## config.mk

```make
export PLATFORM = sky130hd
export DESIGN_NAME = rie_ram
export DESIGN_NICKNAME = d
export VERILOG_FILES = /design/src/hdl/rv32im_integer_execute_top_assert.svh /design/src/hdl/rie_ram.sv
export SDC_FILE = /design/constraint.sdc
export NUM_CORES = 1
export LEC_CHECK = 0
export BUFFER_PORTS_ARGS = -buffer_cell sky130_fd_sc_hd__buf_2
export CAP_MARGIN = 20
export CORE_MARGIN = 3
export CORE_UTILIZATION = 53
export CTS_CLUSTER_DIAMETER = 40
export DETAILED_ROUTE_END_ITERATION = 7
export PLACE_DENSITY = 0.69
export SYNTH_ARGS = -nofsm -noshare
export SYNTH_HDL_FRONTEND = slang
export SYNTH_SLANG_ARGS = --single-unit
```

## constraint.sdc

```tcl
create_clock -name clk -period 3.5 [get_ports clk]
set_input_delay 0.525 -clock clk [delete_from_list [all_inputs] [get_ports clk]]
set_output_delay 0.525 -clock clk [all_outputs]
set_load 0.1 [all_outputs]
```

## src/hdl/rv32im_integer_execute_top_assert.svh

```systemverilog
// Assertion macros for the integer execute block
`ifndef RV32IM_INTEGER_EXECUTE_TOP_ASSERT_SVH
`define RV32IM_INTEGER_EXECUTE_TOP_ASSERT_SVH

`define RIE_ASSERT_IMPLY(label, ante, cons) \
  label: assert property (@(posedge clk) disable iff (!rst_n) (ante) |-> (cons)) \
    else $error("label failed");

`define RIE_ASSERT_NEXT(label, ante, cons) \
  label: assert property (@(posedge clk) disable iff (!rst_n) (ante) |=> (cons)) \
    else $error("label failed");

`endif

```

## src/hdl/rie_ram.sv

```systemverilog
`default_nettype none
module rie_ram #(
  parameter int WIDTH = 32,
  parameter int DEPTH = 32
) (
  input  wire logic                     clk,
  input  wire logic                     we,
  input  wire logic [$clog2(DEPTH)-1:0] waddr,
  input  wire logic [WIDTH-1:0]         wdata,
  input  wire logic [$clog2(DEPTH)-1:0] raddr,
  output logic      [WIDTH-1:0]         rdata
);
  logic [WIDTH-1:0] mem [DEPTH];

  always_ff @(posedge clk) begin
    if (we) begin
      mem[waddr] <= wdata;
    end
    rdata <= mem[raddr];
  end
endmodule
`default_nettype wire
```

# Yosys cells after proc, flatten, opt, wreduce, memory -nomap -nowiden
# Memories as Yosys holds them, arrays and structs flattened. A register that Yosys moved wholly into a read port is not among the register bits.
# Index checks and enable logic that the tools add are counted.
[op_classes]
addsub = 0
mul = 0
n_div = 0
magnitude_cmp = 0
n_eq_ne = 0
n_shift = 0
muxes = 2
bitwise = 0
reduce_logical = 0
[op_table]
columns = ["cell", "count"]
rows = [
  ["$mux W1", 2],
]
[totals]
ff_bits = 0
latchBits = 0
mem_bits_rw = 1024
romBits = 0
input_bits = 44
output_inout_bits = 32
word_cells = 3
n_memories = 1
[memory_table]
columns = ["memory", "depth", "word_bits", "rd", "rd_ports_with_merged_regs", "write_ports", "line_no", "source"]
rows = [
  ["mem", 32, 32, 1, 1, 1, "rie_ram.sv:13", "logic [WIDTH-1:0] mem [DEPTH];"],
]

# Depth between registers and ports, before layout
[logic_depth]
word_depth = 2
mapped_depth = 8
ltp_nobuf = 5

# Least setup slack after synthesis
# Ideal clock, no wire load.
[synth_timing]
kind = "in2reg"
startpoint = "input waddr[1]"
endpoint = "memory mem[12][0], enable pin"
arrival_ps = 2538
slack_ps = 541
stages = 3
cell_sequence = "or3b_2 clkbuf_1 nor2_1"
[synth_rtl]
columns = ["element", "line_no", "source"]
rows = [
  ["start: declaration", "rie_ram.sv:8", "input wire logic [$clog2(DEPTH)-1:0] waddr,"],
  ["end: declaration", "rie_ram.sv:13", ""],
]
# Straight into the memory's write port.

# Worst setup path in the final report
[layout_timing]
startpoint = "register rdata[15], read port of mem"
endpoint = "output rdata[15]"
[layout_rtl]
columns = ["element", "line_no", "source"]
rows = [
  ["start: declaration", "rie_ram.sv:11", "output logic [WIDTH-1:0] rdata"],
]
# No word-level cell between the ends.

==> key figures <==
Outcome
  • Status: finished clean

Power
  • Fraction of power consumed by combinational cells: 0.061
  • Pwr Density: 602 nW/um2
  • Static leakage: 16.3 nW
  • Switching power of the nets: 6.18 mW
  • Switching portion of total power: 0.221
  • Internal Power: 21.8 mW
  • Proportion of power drawn by flip-flops and latches: 0.504
  • Clock group share of total power: 0.435
  • Maximum ir drop on the vdd rail: 390 uV

Clock network
  • Clock-pin slew on the worst setup and hold paths: 0.06 ns
  • Worst-skew pair later-pin latency: 0.68 ns
  • Post-cts hold buffer count: 0
  • CTS Sinks: 1,056
  • Maximum level of the CTS H-tree: 3
  • Maximum number of buffers from clock root to sink: 3
  • Clock root buffer master: clkbuf_16
  • Resize count post-CTS: 0
  • CTS tree: yes
  • Setup bufs post-CTS: 0
  • CTS Buf Count: 117

Timing
  • Time the worst path needs with I/O delays and setup: 2.09 ns
  • Worst-margin pin slew: 1.10 ns
  • Final count of pins violating max slew: 0
  • Maximum achievable frequency: 0.478 GHz
  • Final worst clock skew: 0.0162 ns
  • Setup TNS Final: 0 ns
  • RSZ-0062 raised after global routing: false
  • Period utilisation layout: 0.598
  • Final hold slack: 0.348 ns
  • Count of endpoints failing setup in the final report: 0
  • Final count of hold timing violations: 0
  • Worst slew margin relative to its limit: 0.266

Floorplanning
  • Chip height: 282 um
  • Core area: 75,100 um2
  • Count of standard-cell rows: 100
  • Initial standard-cell utilization of the core: 0.539
  • Area of the die: 79,700 um2
  • I/O pin count: 76
  • Width of the die: 282 um

Synthesis
  • Fraction of post-synthesis cell area in the top cell type by area: 0.760
  • Area of the mapped netlist: 40,500 um2
  • Number of flops mapped to enable cells by yosys: 1,024
  • Share of flip-flops with an asynchronous set or reset after synthesis: 0
  • Top_reg_cell synth: edfxtp_1
  • Yosys warnings: 0
  • Number of different library cells in the post-synthesis netlist: 25
  • Most frequently used cell type in the post-synthesis netlist: edfxtp_1
  • Synthesized Nets: 2,304
  • Number of flip-flops and latches in the synthesized netlist: 1,056
  • Gate Count Post-Synth: 2,260
  • Proportion of synthesized chip area in sequential cells: 0.775
  • Area leader, netlist: edfxtp_1
  • Leading cell types by total area after synthesis: edfxtp_1 (76%), mux2i_1 (13%), a22oi_1 (1.8%), dfxtp_1 (1.6%), a22o_1 (1.4%)
  • Average cell area after synthesis: 17.9 um2
  • Top cells by instance count after synthesis: edfxtp_1 (1,024), mux2i_1 (512), nand2_1 (98), nand3_1 (98)

Drt
  • Final wirelength: 95,500 um
  • Per-cell via count in the routed design: 6.10
  • DR WL/cell: 27.4 um
  • Pre-Repair DR Iteration Count: 6
  • # DRC: 0
  • Vias: 21,200
  • Initial drt markers: 2,035
  • Number of routed nets with antenna violations: 0

Setup path
  • CP Buf/Inv Count: 1
  • Critical path capture point type: output port
  • Critical-path cell list: buf_2
  • Crit path launch type: register
  • Capture point of the worst reg-to-reg path: rdata[17]$_DFF_P_
  • Cell with the largest stage delay on the worst path: buf_2
  • Worst R2R Start: mem[6][17]$_DFFE_PP_
  • Critical setup path kind: reg2out
  • Data arrival time of the critical path: 1.57 ns
  • Worst reg2reg setup slack: 2.06 ns
  • Top Family by Delay on Critical Path: buffers and inverters
  • CP required: 2.97 ns
  • Slowest Stage Delay on Critical Path: 0.48 ns
  • Number of cells on the worst reg-to-reg path: 5
  • Crit Path Max Fanout: 1

Global route
  • Initial antenna violation count: 6
  • Gr usage total: 0.242
  • Maximum number of pins on one net before global-route repair: 75
  • Via count of the first global-routing pass: 21,400
  • Total grt overflow: 0
  • Global-route wire length before repair: 141,000 um

Worst hold path
  • Hold_sp: wdata[11]
  • Endpoint with the worst hold slack: mem[31][11]$_DFFE_PP_
  • Hold WC Path Type: in2reg
  • Worst hold path stage count: 1

Cells and area
  • Layout-stage area growth over the synthesis result: 14.9%
  • Final cell area excluding filler cells: 46,500 um2
  • Share of final-layout standard cells stronger than drive strength 1: 0.154
  • Number of nets in the layout: 2,458
  • Final core utilization: 0.620

Run
  • Max_cap viols: 0

Placed design
  • Port Buf Inserts: 75
  • Weighted congestion at the end of routability-driven global placement: 0.830
  • Placement-stage cell area: 42,600 um2
  • Post-detail-place hpwl: 53,500 um
power by group through the flow:
stage | Combinational [mW] | Sequential, mW | Clock (mW)
after global placement | 1.67 | 14.4 | 0
final | 1.70 | 14.1 | 12.2
after detailed placement | 1.70 | 14.4 | 0
after CTS | 1.70 | 14.1 | 12.3
after floorplan | 0.726 | 14.7 | 0
after global routing | 1.79 | 14.1 | 12.9
per-stage QoR:
stage | power (mW) | instances | setup WS [ns]
2_1_floorplan | 15.5 | 2260 | 0.541
3_3_place_gp | 16.0 | 3263 | 0.809
3_5_place_dp | 16.1 | 3264 | 0.774
4_1_cts | 28.1 | 3482 | 1.36
5_1_grt | 28.8 | 3483 | 1.38
6_report | 28.0 | 3484 | 1.41
cells in the final DEF, fill, tap and decap left out, types with 6 or more instances in the layout:
| cell | n |
|---|---|
| nor3_1 | 32 |
| a22o_1 | 64 |
| mux2i_1 | 512 |
| clkinv_2 | 18 |
| clkbuf_1 | 17 |
| dfxtp_1 | 32 |
| nand3_1 | 98 |
| bufinv_16 | 14 |
| clkinvlp_4 | 10 |
| clkinv_1 | 19 |
| nor2_4 | 33 |
| inv_6 | 8 |
| a31oi_1 | 32 |
| clkbuf_16 | 119 |
| a22oi_1 | 96 |
| a21oi_1 | 96 |
| buf_2 | 74 |
| clkinv_4 | 6 |
| buf_4 | 59 |
| edfxtp_1 | 1024 |
| nand2_1 | 97 |
| buf_12 | 28 |
logic make-up (layout without fill, tap and decap cells):
| group | Yosys count | after routing | share of synthesized area |
|---|---|---|---|
| muxes | 512 | 512 | 0.127 |
| other | 0 | 2 | 0 |
| and+or+nand+nor | 277 | 277 | 0.0310 |
| DFF | 1056 | 1056 | 0.775 |
| AOI/OAI and AO/OA | 288 | 288 | 0.0485 |
| buffers and inverters | 127 | 380 | 0.0186 |
sequential cells by signal (all words and copies together), names as in the netlist:
register,cells
rdata,32
mem,1024
area by class of cell:
class,instances,area [um2]
flip-flops and latches,1056,31400
fillers,5210,28500
multi-input cells,1077,8610
clock buffers,137,3060
repair buffers,162,1390
well taps,969,1210
clock inverters,81,862
diodes,2,5.00
per-layer routing:
layer  vias to the layer above  share of wire  global-route usage
met1                     10900           0.40               0.325
met2                       818           0.49               0.400
met3                       158          0.075              0.0470
met5                         -        0.00014                   0
met4                         2          0.028              0.0841
li1                       9315              -                   -
how the worst max path moves through the flow:
stage | from | end | slack, ns | cells after the start
finish | rdata[15]$_DFF_P_ | rdata[15] | 1.41 | 1
global route | rdata[3]$_DFF_P_ | rdata[3] | 1.38 | 1
CTS | rdata[3]$_DFF_P_ | rdata[3] | 1.36 | 1
detailed placement | waddr[1] | mem[24][7]$_DFFE_PP_ | 0.77 | 4
global placement | waddr[1] | mem[24][10]$_DFFE_PP_ | 0.81 | 4
floorplan | waddr[1] | mem[12][0]$_DFFE_PP_ | 0.54 | 3
Power figures use the tool's default switching activity.
